$ cat src/hdl/vlsd_pkg.sv
// shared types and constants of the length-prefixed string deframer
package vlsd_pkg;

    localparam int         GROUP_BITS  = 7;
    localparam logic [7:0] GROUP_MASK  = 8'h7F;
    localparam logic [7:0] CONT_FLAG   = 8'h80;
    localparam int         GROUP_CNT_W = 4;
    localparam int         COUNT_W     = 32;
    localparam logic [COUNT_W-1:0] COUNT_MAX = '1;

    typedef enum logic [2:0] {
        ST_PAYLOAD     = 3'd0,
        ST_EMPTY       = 3'd1,
        ST_PREFIX_CUT  = 3'd2,
        ST_PREFIX_BIG  = 3'd3,
        ST_NO_ROOM     = 3'd4,
        ST_PAYLOAD_CUT = 3'd5
    } status_t;

    typedef enum logic {
        PH_PREFIX  = 1'b0,
        PH_PAYLOAD = 1'b1
    } phase_t;

    typedef struct packed {
        logic len_zero;
        logic over_room;
        logic group_limit;
    } prefix_flags_t;

endpackage

$ cat src/hdl/vlsd_if.sv
// word channels of the deframer: input bytes, results and configuration writes
interface vlsd_in_if;
    logic       valid;
    logic       ready;
    logic [7:0] data_byte;
    logic       end_of_buffer;

    modport source (output valid, output data_byte, output end_of_buffer, input ready);
    modport sink   (input valid, input data_byte, input end_of_buffer, output ready);
endinterface

interface vlsd_out_if;
    logic        valid;
    logic        ready;
    logic [7:0]  out_byte;
    logic [2:0]  status;
    logic        is_last;
    logic [31:0] bytes_consumed;

    modport source (output valid, output out_byte, output status, output is_last,
                    output bytes_consumed, input ready);
    modport sink   (input valid, input out_byte, input status, input is_last,
                    input bytes_consumed, output ready);
endinterface

interface vlsd_cfg_if;
    logic        valid;
    logic        ready;
    logic [31:0] free_space;

    modport source (output valid, output free_space, input ready);
    modport sink   (input valid, input free_space, output ready);
endinterface

$ cat src/hdl/vlsd_prefix.sv
// prefix group accumulate and length checks against free space
module vlsd_prefix #(
    parameter int LEN_BITS = 32
) (
    input  logic [LEN_BITS-1:0]             accum,
    input  logic [vlsd_pkg::GROUP_CNT_W-1:0] group_count,
    input  logic [7:0]                      data_byte,
    input  logic [31:0]                     free_space,
    output logic [LEN_BITS-1:0]             accum_next,
    output logic [31:0]                     length_low,
    output vlsd_pkg::prefix_flags_t         flags
);

    localparam int GROUP_MAX = (LEN_BITS + vlsd_pkg::GROUP_BITS - 1) / vlsd_pkg::GROUP_BITS;
    localparam int SHIFT_W   = $clog2(vlsd_pkg::GROUP_BITS * GROUP_MAX);
    localparam int CMP_W     = (LEN_BITS > 32) ? LEN_BITS : 32;

    logic [SHIFT_W-1:0]  shift_amt;
    logic [LEN_BITS-1:0] group_val;
    logic                group_ok;
    logic [CMP_W-1:0]    accum_ext;

    always_comb
    begin
        shift_amt  = SHIFT_W'(group_count * vlsd_pkg::GROUP_BITS);
        group_ok   = (group_count < vlsd_pkg::GROUP_CNT_W'(GROUP_MAX));
        // bits shifted past the top are dropped by the width
        group_val  = LEN_BITS'(data_byte & vlsd_pkg::GROUP_MASK) << shift_amt;
        accum_next = accum | (group_ok ? group_val : '0);
        accum_ext  = CMP_W'(accum_next);
        length_low = accum_ext[31:0];

        flags.len_zero    = (accum_next == '0);
        flags.over_room   = (accum_ext > CMP_W'(free_space));
        flags.group_limit = (group_count >= vlsd_pkg::GROUP_CNT_W'(GROUP_MAX - 1));
    end

endmodule

$ cat src/hdl/varint_length_string_deframer_top.sv
// top level of the length-prefixed string deframer
// takes one byte word per cycle, back to back, and gives at most one result word per
// input word; each string opens with a little-endian base-128 length prefix (7 bits
// per byte, bit 7 = more follows, at most ceil(LEN_BITS/7) bytes, length bits at or
// above LEN_BITS dropped); its payload bytes then pass through, the last one flagged
// with is_last and the count of prefix plus payload bytes taken (saturating at
// 0xFFFFFFFF); an empty string gives one status-1 word; errors (buffer end in prefix,
// prefix too large, length above free_space, buffer end in payload) give one word with
// is_last set; every word goes through an input register and then the result register,
// which loads only while it is empty or its word is being taken; ready is held low only
// when both registers are full and the result side is stalling; free_space is written
// through cfg_ch, always ready, and is the value compared by prefixes that end after
// the write
module varint_length_string_deframer_top #(
    parameter int LEN_BITS = 32
) (
    input  logic      clk,
    input  logic      rst_n,
    vlsd_in_if.sink   bytes_ch,
    vlsd_out_if.source result_ch,
    vlsd_cfg_if.sink  cfg_ch
);

    // configuration register
    logic [31:0] free_space_reg;

    // input register
    logic        in_valid_reg;
    logic [7:0]  in_byte_reg;
    logic        in_eob_reg;

    // deframing state
    vlsd_pkg::phase_t                 phase_reg, phase_next;
    logic [vlsd_pkg::GROUP_CNT_W-1:0] group_count_reg, group_count_next;
    logic [LEN_BITS-1:0]              accum_reg, accum_next;
    logic [31:0]                      remaining_reg, remaining_next;
    logic [vlsd_pkg::COUNT_W-1:0]     consumed_reg, consumed_next;

    // result register
    logic                             out_valid_reg;
    logic [7:0]                       out_byte_reg, out_byte_next;
    vlsd_pkg::status_t                out_status_reg, out_status_next;
    logic                             out_last_reg, out_last_next;
    logic [vlsd_pkg::COUNT_W-1:0]     out_count_reg, out_count_next;

    logic                             out_free;
    logic                             fire;
    logic                             emit;
    logic                             restart;
    logic                             cont;
    logic [LEN_BITS-1:0]              accum_calc;
    logic [31:0]                      length_low;
    logic [31:0]                      remaining_dec;
    logic [vlsd_pkg::COUNT_W-1:0]     count_inc;
    vlsd_pkg::prefix_flags_t          flags;

    // handshakes: the input register moves on whenever the result register can load
    assign out_free       = !out_valid_reg || result_ch.ready;
    assign fire           = in_valid_reg && out_free;
    assign bytes_ch.ready = !in_valid_reg || out_free;
    assign cfg_ch.ready   = 1'b1;

    assign result_ch.valid          = out_valid_reg;
    assign result_ch.out_byte       = out_byte_reg;
    assign result_ch.status         = out_status_reg;
    assign result_ch.is_last        = out_last_reg;
    assign result_ch.bytes_consumed = out_count_reg;

    vlsd_prefix #(
        .LEN_BITS (LEN_BITS)
    ) u_prefix (
        .accum       (accum_reg),
        .group_count (group_count_reg),
        .data_byte   (in_byte_reg),
        .free_space  (free_space_reg),
        .accum_next  (accum_calc),
        .length_low  (length_low),
        .flags       (flags)
    );

    always_comb
    begin
        cont          = |(in_byte_reg & vlsd_pkg::CONT_FLAG);
        count_inc     = (consumed_reg == vlsd_pkg::COUNT_MAX) ? consumed_reg
                                                              : consumed_reg + 1'b1;
        remaining_dec = remaining_reg - 32'd1;

        phase_next       = phase_reg;
        group_count_next = group_count_reg;
        accum_next       = accum_reg;
        remaining_next   = remaining_reg;
        consumed_next    = consumed_reg;

        emit            = 1'b0;
        restart         = 1'b0;
        out_byte_next   = 8'd0;
        out_status_next = vlsd_pkg::ST_PAYLOAD;
        out_last_next   = 1'b0;
        out_count_next  = '0;

        case (phase_reg)
            vlsd_pkg::PH_PREFIX:
            begin
                if (in_eob_reg)
                begin
                    emit            = 1'b1;
                    restart         = 1'b1;
                    out_status_next = vlsd_pkg::ST_PREFIX_CUT;
                    out_last_next   = 1'b1;
                    out_count_next  = consumed_reg;
                end
                else
                begin
                    accum_next       = accum_calc;
                    group_count_next = group_count_reg + 1'b1;
                    consumed_next    = count_inc;
                    if (cont)
                    begin
                        // last allowed group still asks for more
                        if (flags.group_limit)
                        begin
                            emit            = 1'b1;
                            restart         = 1'b1;
                            out_status_next = vlsd_pkg::ST_PREFIX_BIG;
                            out_last_next   = 1'b1;
                            out_count_next  = count_inc;
                        end
                    end
                    else if (flags.len_zero)
                    begin
                        emit            = 1'b1;
                        restart         = 1'b1;
                        out_status_next = vlsd_pkg::ST_EMPTY;
                        out_last_next   = 1'b1;
                        out_count_next  = count_inc;
                    end
                    else if (flags.over_room)
                    begin
                        // payload is not skipped; next byte starts a new prefix
                        emit            = 1'b1;
                        restart         = 1'b1;
                        out_status_next = vlsd_pkg::ST_NO_ROOM;
                        out_last_next   = 1'b1;
                        out_count_next  = count_inc;
                    end
                    else
                    begin
                        remaining_next = length_low;
                        phase_next     = vlsd_pkg::PH_PAYLOAD;
                    end
                end
            end
            vlsd_pkg::PH_PAYLOAD:
            begin
                if (in_eob_reg)
                begin
                    emit            = 1'b1;
                    restart         = 1'b1;
                    out_status_next = vlsd_pkg::ST_PAYLOAD_CUT;
                    out_last_next   = 1'b1;
                    out_count_next  = consumed_reg;
                end
                else
                begin
                    emit            = 1'b1;
                    out_byte_next   = in_byte_reg;
                    out_status_next = vlsd_pkg::ST_PAYLOAD;
                    remaining_next  = remaining_dec;
                    consumed_next   = count_inc;
                    if (remaining_dec == 32'd0)
                    begin
                        restart        = 1'b1;
                        out_last_next  = 1'b1;
                        out_count_next = count_inc;
                    end
                end
            end
            default:
            begin
                restart = 1'b1;
            end
        endcase

        // back to reading a prefix after every finished string or error
        if (restart)
        begin
            phase_next       = vlsd_pkg::PH_PREFIX;
            group_count_next = '0;
            accum_next       = '0;
            remaining_next   = '0;
            consumed_next    = '0;
        end
    end

    // control registers
    always_ff @(posedge clk or negedge rst_n)
    begin
        if (!rst_n)
        begin
            free_space_reg  <= '0;
            in_valid_reg    <= 1'b0;
            out_valid_reg   <= 1'b0;
            phase_reg       <= vlsd_pkg::PH_PREFIX;
            group_count_reg <= '0;
            accum_reg       <= '0;
            remaining_reg   <= '0;
            consumed_reg    <= '0;
        end
        else
        begin
            if (cfg_ch.valid)
            begin
                free_space_reg <= cfg_ch.free_space;
            end
            if (bytes_ch.ready)
            begin
                in_valid_reg <= bytes_ch.valid;
            end
            if (out_free)
            begin
                out_valid_reg <= fire && emit;
            end
            if (fire)
            begin
                phase_reg       <= phase_next;
                group_count_reg <= group_count_next;
                accum_reg       <= accum_next;
                remaining_reg   <= remaining_next;
                consumed_reg    <= consumed_next;
            end
        end
    end

    // payload registers
    always_ff @(posedge clk)
    begin
        if (bytes_ch.valid && bytes_ch.ready)
        begin
            in_byte_reg <= bytes_ch.data_byte;
            in_eob_reg  <= bytes_ch.end_of_buffer;
        end
        if (fire && emit)
        begin
            out_byte_reg   <= out_byte_next;
            out_status_reg <= out_status_next;
            out_last_reg   <= out_last_next;
            out_count_reg  <= out_count_next;
        end
    end

endmodule

$ cat src/flat_wrapper.sv
// flat-port wrapper written by rule: the top's interface ports become plain ports
module varint_length_string_deframer_top_flat 
#(
    parameter int LEN_BITS = 32
)
  (clk, rst_n, bytes_ch_valid, bytes_ch_data_byte, bytes_ch_end_of_buffer, bytes_ch_ready, result_ch_valid, result_ch_out_byte, result_ch_status, result_ch_is_last, result_ch_bytes_consumed, result_ch_ready, cfg_ch_valid, cfg_ch_free_space, cfg_ch_ready);
  vlsd_in_if bytes_ch_i ();
  vlsd_out_if result_ch_i ();
  vlsd_cfg_if cfg_ch_i ();
  input  logic clk;
  input  logic rst_n;
  input wire logic [$bits(bytes_ch_i.valid)-1:0] bytes_ch_valid;
  input wire logic [$bits(bytes_ch_i.data_byte)-1:0] bytes_ch_data_byte;
  input wire logic [$bits(bytes_ch_i.end_of_buffer)-1:0] bytes_ch_end_of_buffer;
  output wire logic [$bits(bytes_ch_i.ready)-1:0] bytes_ch_ready;
  output wire logic [$bits(result_ch_i.valid)-1:0] result_ch_valid;
  output wire logic [$bits(result_ch_i.out_byte)-1:0] result_ch_out_byte;
  output wire logic [$bits(result_ch_i.status)-1:0] result_ch_status;
  output wire logic [$bits(result_ch_i.is_last)-1:0] result_ch_is_last;
  output wire logic [$bits(result_ch_i.bytes_consumed)-1:0] result_ch_bytes_consumed;
  input wire logic [$bits(result_ch_i.ready)-1:0] result_ch_ready;
  input wire logic [$bits(cfg_ch_i.valid)-1:0] cfg_ch_valid;
  input wire logic [$bits(cfg_ch_i.free_space)-1:0] cfg_ch_free_space;
  output wire logic [$bits(cfg_ch_i.ready)-1:0] cfg_ch_ready;
  assign bytes_ch_i.valid = bytes_ch_valid;
  assign bytes_ch_i.data_byte = bytes_ch_data_byte;
  assign bytes_ch_i.end_of_buffer = bytes_ch_end_of_buffer;
  assign bytes_ch_ready = bytes_ch_i.ready;
  assign result_ch_valid = result_ch_i.valid;
  assign result_ch_out_byte = result_ch_i.out_byte;
  assign result_ch_status = result_ch_i.status;
  assign result_ch_is_last = result_ch_i.is_last;
  assign result_ch_bytes_consumed = result_ch_i.bytes_consumed;
  assign result_ch_i.ready = result_ch_ready;
  assign cfg_ch_i.valid = cfg_ch_valid;
  assign cfg_ch_i.free_space = cfg_ch_free_space;
  assign cfg_ch_ready = cfg_ch_i.ready;
  varint_length_string_deframer_top #(.LEN_BITS(LEN_BITS)) u_core (.clk(clk), .rst_n(rst_n), .bytes_ch(bytes_ch_i), .result_ch(result_ch_i), .cfg_ch(cfg_ch_i));
endmodule
$ cat config.mk
export PLATFORM = sky130hd
export DESIGN_NAME = varint_length_string_deframer_top_flat
export DESIGN_NICKNAME = d
export VERILOG_FILES = /design/src/hdl/vlsd_pkg.sv /design/src/hdl/vlsd_if.sv /design/src/hdl/vlsd_prefix.sv /design/src/hdl/varint_length_string_deframer_top.sv /design/src/flat_wrapper.sv
export SDC_FILE = /design/constraint.sdc
export NUM_CORES = 1
export LEC_CHECK = 0
export BUFFER_PORTS_ARGS = -buffer_cell sky130_fd_sc_hd__buf_2
export CAP_MARGIN = 0
export CELL_PAD_IN_SITES_DETAIL_PLACEMENT = 0
export CELL_PAD_IN_SITES_GLOBAL_PLACEMENT = 1
export CORE_ASPECT_RATIO = 0.9
export CORE_MARGIN = 3
export CORE_UTILIZATION = 45
export DETAILED_ROUTE_END_ITERATION = 10
export PLACE_DENSITY_LB_ADDON = 0.1
export SLEW_MARGIN = 20
export SYNTH_ARGS = -nofsm -noshare
export SYNTH_HDL_FRONTEND = slang
export SYNTH_SLANG_ARGS = --single-unit
export TNS_END_PERCENT = 30
$ cat constraint.sdc
create_clock -name clk -period 17.8 [get_ports clk]
set_input_delay 2.67 -clock clk [delete_from_list [all_inputs] [get_ports clk]]
set_output_delay 2.67 -clock clk [all_outputs]
set_load 0.005 [all_outputs]
# Word-level counts from Yosys, hierarchy flattened
# Cells that the tools add are included.
[word_totals]
input_bits = 46
output_inout_bits = 47
ff_bits = 188
wordCells = 92
[op_classes]
n_reduce_logical = 13
eq_ne = 8
n_lt_le_gt_ge = 3
bitwise = 2
n_addsub = 3
mux = 47
multipliers = 1
n_shift = 1
[ops]
columns = ["op", "n"]
rows = [
  ["$mux W32", 20],
  ["$pmux W32 S2", 2],
  ["$logic_not A32 Y1", 2],
  ["$add A32 B1 Y32 const B", 1],
  ["$eq A32 B32 Y1 const B", 1],
  ["$gt A32 B32 Y1", 1],
  ["$or A32 B32 Y32", 1],
  ["$shl A7 B6 Y32", 1],
  ["$sub A32 B1 Y32 const B", 1],
  ["$mux W3", 5],
  ["$mux W1", 13],
  ["$mux W4", 3],
  ["$ne A3 B3 Y1 const B", 3],
  ["$mul A4 B3 Y6 const B", 1],
  ["$ne A3 B2 Y1 const B", 2],
  ["$pmux W3 S2", 1],
  ["$reduce_and A6 Y1", 1],
  ["$add A4 B1 Y4 const B", 1],
  ["$ge A4 B3 Y1 const B", 1],
  ["$lt A4 B3 Y1 const B", 1],
  ["$ne A2 B2 Y1 const B", 2],
  ["$pmux W1 S2", 2],
  ["$logic_and A1 B1 Y1", 3],
  ["$reduce_and A3 Y1", 1],
  ["other kinds (6)", 8],
]

# Depth between registers and ports, before layout
# Gate-level depths: netlist (run 1).
[logic_depth]
word_depth = 12
ltp_mapped = 26
ltp_nobuf = 22

# Modules after synthesis
# A second synthesis (run 1) with hierarchy kept.
[hier_totals]
hier_cells = 1195
hier_area_um2 = 11628.7
[modules_own_cells]
columns = ["module", "area_each_um2", "cells_per_inst", "instances", "seq_area_each_um2"]
rows = [
  ["varint_length_string_deframer_top", 9345.2, 888, 1, 4969.8],
  ["vlsd_prefix", 2283.4, 307, 1, 0.0],
]

# Least setup slack after synthesis (run 1)
# No wires, ideal clock.
[synth_timing]
path_type = "register to register"
startpoint = "register u_core.group_count_reg[0] (netlist name)"
endpoint = "register u_core.out_count_reg (netlist bit u_core.result_ch.bytes_consumed[0]), enable pin"
setup_ns = 0.446
required_ns = 17.354
arrival_time_ns = 6.714
stages_incl_launch_ff = 23
n_path_buf = 5
path_slack_ns = 10.640
path_cell_list = "dfrtp_1 > buf_2 > clkinv_1 > fa_1 > inv_1 > ha_1 > and3b_1 > or4_1 > clkbuf_1 > a21oi_2 > buf_2 > and2_1 > clkbuf_1 > a21o_1 > ha_1 > and4_1 > nand4_1 > nor4_1 > a211oi_1 > o21ai_0 > o21ai_2 > clkbuf_1 > nor2_1"
[synth_via]
elab_chain_cells = 11
[synth_rtl]
columns = ["element", "line", "rtl"]
rows = [
  ["start: declaration", "varint_length_string_deframer_top.sv:34", "logic [vlsd_pkg::GROUP_CNT_W-1:0] group_count_reg, group_count_next;"],
  ["start signal: assignment", "varint_length_string_deframer_top.sv:226", "group_count_reg <= group_count_next;"],
  ["$mul A4 B3 Y6", "vlsd_prefix.sv:25", "shift_amt = SHIFT_W'(group_count * vlsd_pkg::GROUP_BITS);"],
  ["$shl A7 B6 Y32", "vlsd_prefix.sv:28", "group_val = LEN_BITS'(data_byte & vlsd_pkg::GROUP_MASK) << shift_amt;"],
  ["$mux W32", "vlsd_prefix.sv:29", "accum_next = accum | (group_ok ? group_val : '0);"],
  ["$or A32 B32 Y32", "vlsd_prefix.sv:29", ""],
  ["$gt A32 B32 Y1", "vlsd_prefix.sv:34", "flags.over_room = (accum_ext > CMP_W'(free_space));"],
  ["$mux W1", "varint_length_string_deframer_top.sv:137", "else if (flags.over_room)"],
  ["$mux W1", "varint_length_string_deframer_top.sv:129", "else if (flags.len_zero)"],
  ["$mux W1 *", "varint_length_string_deframer_top.sv:117", "if (cont)"],
  ["$mux W1 *", "varint_length_string_deframer_top.sv:104", "if (in_eob_reg)"],
  ["$pmux W1 S2 *", "varint_length_string_deframer_top.sv:101", "case (phase_reg)"],
  ["$logic_and A1 B1 Y1 *", "varint_length_string_deframer_top.sv:242", "if (fire && emit)"],
  ["end signal: assignment", "varint_length_string_deframer_top.sv:247", "out_count_reg <= out_count_next;"],
  ["end: declaration", "varint_length_string_deframer_top.sv:44", "logic [vlsd_pkg::COUNT_W-1:0] out_count_reg, out_count_next;"],
]
# Every way passes the cells marked *; elsewhere a longest branch is shown, timed or not.
# A chain may end at the register's enable or synchronous reset.

# Worst setup path after layout (run 1)
[layout_timing]
startpoint = "register u_core.group_count_reg[0] (netlist name)"
endpoint = "register u_core.consumed_reg[26] (netlist name)"
[layout_via]
elab_chain_cells = 12
[layout_rtl]
columns = ["element", "line", "rtl"]
rows = [
  ["$mul A4 B3 Y6", "vlsd_prefix.sv:25", ""],
  ["$shl A7 B6 Y32", "vlsd_prefix.sv:28", ""],
  ["$mux W32", "vlsd_prefix.sv:29", ""],
  ["$or A32 B32 Y32", "vlsd_prefix.sv:29", ""],
  ["$gt A32 B32 Y1", "vlsd_prefix.sv:34", ""],
  ["$mux W1", "varint_length_string_deframer_top.sv:137", ""],
  ["$mux W1", "varint_length_string_deframer_top.sv:129", ""],
  ["$mux W1 *", "varint_length_string_deframer_top.sv:117", ""],
  ["$mux W1 *", "varint_length_string_deframer_top.sv:104", ""],
  ["$pmux W1 S2 *", "varint_length_string_deframer_top.sv:101", ""],
  ["$ne A2 B2 Y1 (no line)", "n/a", ""],
  ["$reduce_and A2 Y1 (no line)", "n/a", ""],
  ["end signal: assignment", "varint_length_string_deframer_top.sv:229", "consumed_reg <= consumed_next;"],
  ["end: declaration", "varint_length_string_deframer_top.sv:37", "logic [vlsd_pkg::COUNT_W-1:0] consumed_reg, consumed_next;"],
]
# Marks and branches as above.

==> results of run 1 <==
==> power by group through the flow <==
stage | combinational, mW | sequential [mW] | clock (mW)
after floorplan | 0.925 | 0.568 | 0
after global placement | 1.20 | 0.620 | 0
after detailed placement | 1.20 | 0.621 | 0
after CTS | 1.21 | 0.613 | 0.382
after global routing | 1.34 | 0.629 | 0.400
final | 1.23 | 0.615 | 0.373
==> stage by stage <==
step | setup WS, ns | cell area, um^2 | power [mW] | hold WS [ns] | util (%)
4_1_cts | 9.72 | 13400 | 2.20 | 0.511 | 50.6
5_1_grt | 9.24 | 13400 | 2.37 | 0.553 | 50.6
3_5_place_dp | 9.75 | 12800 | 1.82 | 0.495 | 48.5
6_report | 9.90 | 13400 | 2.22 | 0.514 | 50.6
3_3_place_gp | 10.0 | 12800 | 1.82 | 0.486 | 48.5
2_1_floorplan | 10.64 | 12300 | 1.49 | 0.468 | -
==> layer usage <==
layer / share of wire [%] / up-vias
met3: 7.0 / 30
met5: 0 / -
met1: 49 / 5158
li1: - / 5113
met4: 1.4 / 0
met2: 42 / 404
==> cell usage in the layout, fill, tap and decap left out, types with 13 or more instances in the layout <==
cell       instances
a211oi_1          13
a21boi_0          22
a21o_1            38
a21oi_1           49
a22o_1            18
a22oi_1           23
a311o_1           17
and2_1            16
buf_2             90
buf_4             15
clkbuf_16         17
dfrtp_1          135
edfxtp_1          53
ha_1              44
inv_1             62
mux2i_1           15
nand2_1          160
nand3_1           31
nand4_1           28
nor2_1           114
nor2b_1           18
nor3_1            30
nor4_1            22
o21ai_0           93
o22ai_1           15
o31ai_1           20
o41ai_1           16
xnor2_1           20
==> cells by family after synthesis <==
| logic type | count (synthesis) |
|---|---|
| buffers and inverters | 167 |
| XOR/XNOR | 28 |
| other | 1 |
| flip-flops | 188 |
| AND/OR/NAND/NOR | 499 |
| multiplexers | 30 |
| adder cells (fa/ha/maj) | 48 |
| AO/OA/AOI/OAI | 407 |
==> worst max-delay path, delay by kind of cell (launching register included) <==
kind	cells	cell delay (ns)
AO/OA/AOI/OAI	9	3.16
AND/OR/NAND/NOR	3	0.62
adder cells (fa/ha/maj)	4	1.37
buffers and inverters	4	0.93
flip-flops	1	0.89
XOR/XNOR	1	0.78
==> layout make-up <==
class,instances,area (um^2),area share (%)
clock buffers,18,429,3.21
multi-input cells,1013,6580,49.2
repair buffers,106,574,4.30
clock inverters,14,126,0.945
flip-flops and latches,188,4970,37.2
well taps,348,435,3.26
diodes,1,2.50,0.0187
inverters,66,248,1.85
==> worst max-delay path by stage <==
stage,start,endpoint,slack [ns]
final,u_core.group_count_reg[0],u_core.consumed_reg[26],9.90
after global routing,u_core.group_count_reg[0],u_core.consumed_reg[26],9.24
after floorplan,u_core.group_count_reg[0],u_core.result_ch.bytes_consumed[0],10.64
after detailed placement,u_core.group_count_reg[0],u_core.result_ch.bytes_consumed[4],9.75
after CTS,u_core.group_count_reg[0],u_core.result_ch.bytes_consumed[8],9.72
after global placement,u_core.group_count_reg[0],u_core.result_ch.bytes_consumed[4],10.0
==> flow_metrics.tcl, run 1 <==
set metrics [dict create \
    status "finished, final reports clean" \
    worstPathRequired_ns 18.12 \
    synth.cell_area_mm2 0.0123 \
    antenna_found_initial 0 \
    post-cts-setup-buffer-count 0 \
    cts_hold_buf 0 \
    grt_pass1_vias 10100 \
    ir_worst_vdd_mv 0.0788 \
    tightest_slew_ns 1.14 \
    cts-root-buf "clkbuf_16" \
    cts_made_buffers 17 \
    synth_compound_area_share_pct 23.3 \
    leakagePower_nw 5.76 \
    grt_pass1_wl_mm 59.5 \
    vias 10700 \
    synth_ff_type "dfrtp_1" \
    seq_power_share_pct 27.8 \
    finalCriticalPeriod_ns 7.90 \
    grt_usage_pct 25.8 \
    overflow 0 \
    routed_via_density 6.10 \
    met3_usage_pct 4.67 \
    clock_skew_ns 0.0136 \
    tritoncts "yes" \
    holdPathEnd "u_core.remaining_reg[31]" \
    netSwitchingFraction_pct 48.2 \
    maxSlewHeadroom_pct 23.6 \
    synth-edff-count 53 \
    cts-htree-levels 4 \
    powerDensity_mw_per_mm2 166 \
    cts_sinks 188 \
    ys.warnings.count 0 \
    drt-pass1-iter-count 6 \
    p_clk_share_pct 16.8 \
    crit_type "flop to flop" \
    dp_hpwl_mm 26.8 \
    max_stage_delay_ns 0.89 \
    die_area_mm2 0.0293 \
    io_pins 93 \
    synthSimpleGateAreaFrac_pct 20.2 \
    synthCells 1368 \
    grt_max_degree 85 \
    comb_power_share_pct 55.4 \
    path_max_fanout 40 \
    drc 0 \
    timing.rr.start "u_core.group_count_reg[0]" \
    synthAdderAreaFrac_pct 5.14 \
    clockBufferDepth 2 \
    p_int_mw 1.15 \
    grtUsageMet2_pct 37.7 \
    drtAntennaViolNets 0 \
    async_reset_ff_share_pct 71.8 \
    drt_iter0_markers 1108 \
    ys_ff_latch 188 \
    stdcell_count 1754 \
    insertion_delay_ns 0.45 \
    nets 1486 \
    setup-tns-final_ns 0 \
    synth_commonest_cells "nand2_1, dfrtp_1, nor2_1" \
    met1_usage_pct 39.8 \
    synth_top_cells_by_area "dfrtp_1, edfxtp_1, nand2_1" \
    gp_congestion 0.909 \
    period_share_pct 44.4 \
    final.fill_count 2514 \
    setup_viol 0 \
    core_mm2 0.0264 \
    avgSynthCellArea_um2 8.96 \
    post_cts_resized 0 \
    end_kind "flop" \
    yosysTopAreaCellShare_pct 27.6 \
    post-synth-top-area-cell "dfrtp_1" \
    synth_top_family_by_area "compound AO/OA/AOI/OAI gates" \
    wl_mm 37.5 \
    drive_gt1_share_pct 13.1 \
    fmax_ghz 0.127 \
    area_growth_syn_to_layout_pct 9.03 \
    fp.dieW_um 180 \
    synthMuxAreaShare_pct 2.88 \
    hold_violations 0 \
    post_drt_wl_per_cell_um 21.4 \
    reg2regPathDepth 21 \
    grt_busiest_layer "met1" \
    final-max-slew-violation-count 0 \
    clk_pin_slew_ns 0.08 \
    arrival_ns 8.22 \
    initial_core_util_pct 46.4 \
    cap_viol_max_count 0 \
    ys_seq_area_share_pct 40.5 \
    rsz0062_at_grt "false" \
    num_rows 56 \
    yosysUniqueCellTypes 88 \
    dieHeight_um 163 \
    crit_slowest_cell "dfrtp_1" \
    dp_cells 1721 \
    syn_nets 1462 \
    yosysMostFrequentCell "nand2_1" \
    hp-start "u_core.remaining_reg[31]" \
    holdPathStages 2 \
    port_buffers 91 \
    p_switching_mw 1.07 \
    r2r-end "u_core.consumed_reg[26]" \
    start_kind "flop" \
    reg2reg_slack_ns 9.90 \
    synth-xor-area-share_pct 2.00 \
    min_path_type "flop to flop" \
    cp_cell_sequence "clkinv_1 -> fa_1 -> inv_1 -> ha_1 -> inv_1 -> fa_1 -> xnor2_1 -> nand3_1 -> a21oi_1 -> a31o_2 -> ha_1 -> nor2b_1 -> o211ai_1 -> a21oi_1 -> a211o_1 -> a211oi_1 -> o21ba_2 -> a21o_4 -> and2_4 -> inv_2 -> o41ai_1" \
]
Note: power is estimated with default switching activity, not from simulation.
==> run 2: changes to the inputs <==
- clock period: 17.8 -> 7.6 ns (I/O delays scaled with it)
==> run 2 against run 1 <==
Against the previous run:
- clock power is 150% higher
- cell area is 0.61% higher
- via count increased by 0.96%
- global-route usage about the same
- core utilization is 0.31 points higher
- largest power group unchanged
==> flow_metrics.tcl, run 2 (same netlist as run 1, synthesis figures left out) <==
set metrics [dict create \
    final_cell_mix "nand2_1, dfrtp_1, nor2_1" \
    port_buffers 91 \
    ir_worst_vdd_mv 0.194 \
    dp_cells 1728 \
    leakagePower_nw 5.80 \
    final-max-slew-violation-count 0 \
    routed_via_density 6.14 \
    finalCriticalPeriod_ns 6.79 \
    period_share_pct 89.4 \
    vias 10800 \
    cts-root-buf "clkbuf_16" \
    nets 1493 \
    stdcell_count 1760 \
    dieHeight_um 163 \
    arrival_ns 7.13 \
    worstPathRequired_ns 7.93 \
    initial_core_util_pct 46.4 \
    grt_usage_pct 25.8 \
    diodes 0 \
    cts_made_buffers 17 \
    core_mm2 0.0264 \
    insertion_delay_ns 0.45 \
    antenna_found_initial 0 \
    multi_input_area_mm2 0.00657 \
    p_clk_share_pct 17.3 \
    die_area_mm2 0.0293 \
    post_drt_wl_per_cell_um 21.4 \
    wl_mm 37.7 \
    clockBufferDepth 2 \
    fmax_ghz 0.147 \
    drtAntennaViolNets 0 \
    num_rows 56 \
    overflow 0 \
    status "finished, final reports clean" \
    end_kind "flop" \
    p_switching_mw 2.56 \
    maxSlewHeadroom_pct 30.9 \
    drc 0 \
    post_cts_resized 0 \
    tritoncts "yes" \
    drt-pass1-iter-count 7 \
    area_growth_syn_to_layout_pct 9.69 \
    path_max_fanout 40 \
    drive_gt1_share_pct 13.5 \
    io_pins 93 \
    clock_skew_ns 0.0141 \
    dp_hpwl_mm 26.4 \
    cts-htree-levels 4 \
    min_path_type "flop to flop" \
    final.fill_count 2495 \
    cts_sinks 188 \
    clk_pin_slew_ns 0.08 \
    grt_max_degree 79 \
    post-cts-setup-buffer-count 0 \
    setup_viol 0 \
    netSwitchingFraction_pct 48.3 \
    start_kind "flop" \
    final_common_cell "nand2_1" \
    grt_pass1_wl_mm 59.7 \
    fp.dieW_um 180 \
    grt_pass1_vias 10100 \
    cts_hold_buf 0 \
    powerDensity_mw_per_mm2 394 \
    seq_power_share_pct 26.9 \
    cap_viol_max_count 0 \
    regArea_mm2 0.00497 \
    hold_violations 0 \
    tightest_slew_ns 1.04 \
    final_area_mm2 0.0134 \
    gp_congestion 0.919 \
    crit_type "flop to flop" \
    placed_area_mm2 0.0129 \
    rsz0062_at_grt "false" \
    setup-tns-final_ns 0 \
    p_int_mw 2.74 \
    drt_iter0_markers 1188 \
    comb_power_share_pct 55.8 \
]
## run 2: cell types whose count changed in the layout (fill, tap and decap cells not counted)
cell	before	now
buf_4	15	22
clkinv_4	5	2
clkbuf_16	17	19
clkinvlp_4	1	3
inv_6	2	4
inv_8	4	2
a21oi_1	49	50
a21oi_2	3	2
clkbuf_1	1	0
clkinv_8	0	1
diode_2	1	0
inv_4	2	1
nor2_2	0	1
nor2_4	2	1
## run 2: path summary, 6_finish.rpt
check / from / end / slack, ns / cells past startpoint
worst max-delay path: u_core.group_count_reg[0] / u_core.consumed_reg[23] / 0.81 / 20
worst min register to register: u_core.accum_reg[6] / u_core.accum_reg[6] / 0.52 / 2
min in group asynchronous: rst_n / u_core.free_space_reg[14] / 0.74 / 1
max in group asynchronous: rst_n / u_core.consumed_reg[27] / 5.50 / 2
worst max register to register: u_core.group_count_reg[0] / u_core.consumed_reg[23] / 0.81 / 20
worst min-delay path: u_core.accum_reg[6] / u_core.accum_reg[6] / 0.52 / 2
## run 2: final cells by class
cell class	instances	share of cell area, %
inverter	66	1.84
tap	348	3.24
timing repair buffer	113	4.66
clock inverter	13	0.893
sequential	188	37.0
multi-input combinational	1013	48.9
clock buffer	19	3.54
## run 2: critical path, stage by stage (launching register included)
cell and delay, ns:
dfrtp_1 0.35, clkinv_1 0.26, fa_1 0.55, inv_1 0.06, ha_1 0.16, inv_1 0.06
fa_1 0.82, nand2_1 0.32, o311ai_0 0.70, and2_1 0.26, or2_2 0.20, ha_1 0.16
nand4_1 0.13, nor4_1 0.63, inv_1 0.09, nor3_1 0.45, o21ba_2 0.37, a21o_4 0.19
and2_4 0.15, inv_2 0.29, o41ai_1 0.46
## run 2: layer usage
layer  track usage, %  vias up  routed length, um
met3             4.06       27               2280
met2             38.1      361              16500
met4             5.34        0                447
met5                0        -                  0
li1                 -     5106                  -
met1             40.0     5314              18500
## run 2: metrics by stage
stage	utilization [%]	hold WS, ns	power, mW	setup slack, ns
floorplan	-	0.468	3.50	0.440
global placement	48.7	0.496	4.35	0.920
detailed placement	48.7	0.506	4.34	0.936
CTS	50.9	0.524	5.27	0.886
global route	50.9	0.549	5.68	0.322
finish	50.9	0.519	5.30	0.806
## run 2: power groups by stage
stage / Clock (mW) / Combinational (mW) / Sequential (mW)
floorplan: 0 / 2.17 / 1.33
global route: 0.981 / 3.25 / 1.45
CTS: 0.940 / 2.92 / 1.42
finish: 0.918 / 2.95 / 1.43
detailed placement: 0 / 2.90 / 1.43
global placement: 0 / 2.92 / 1.43
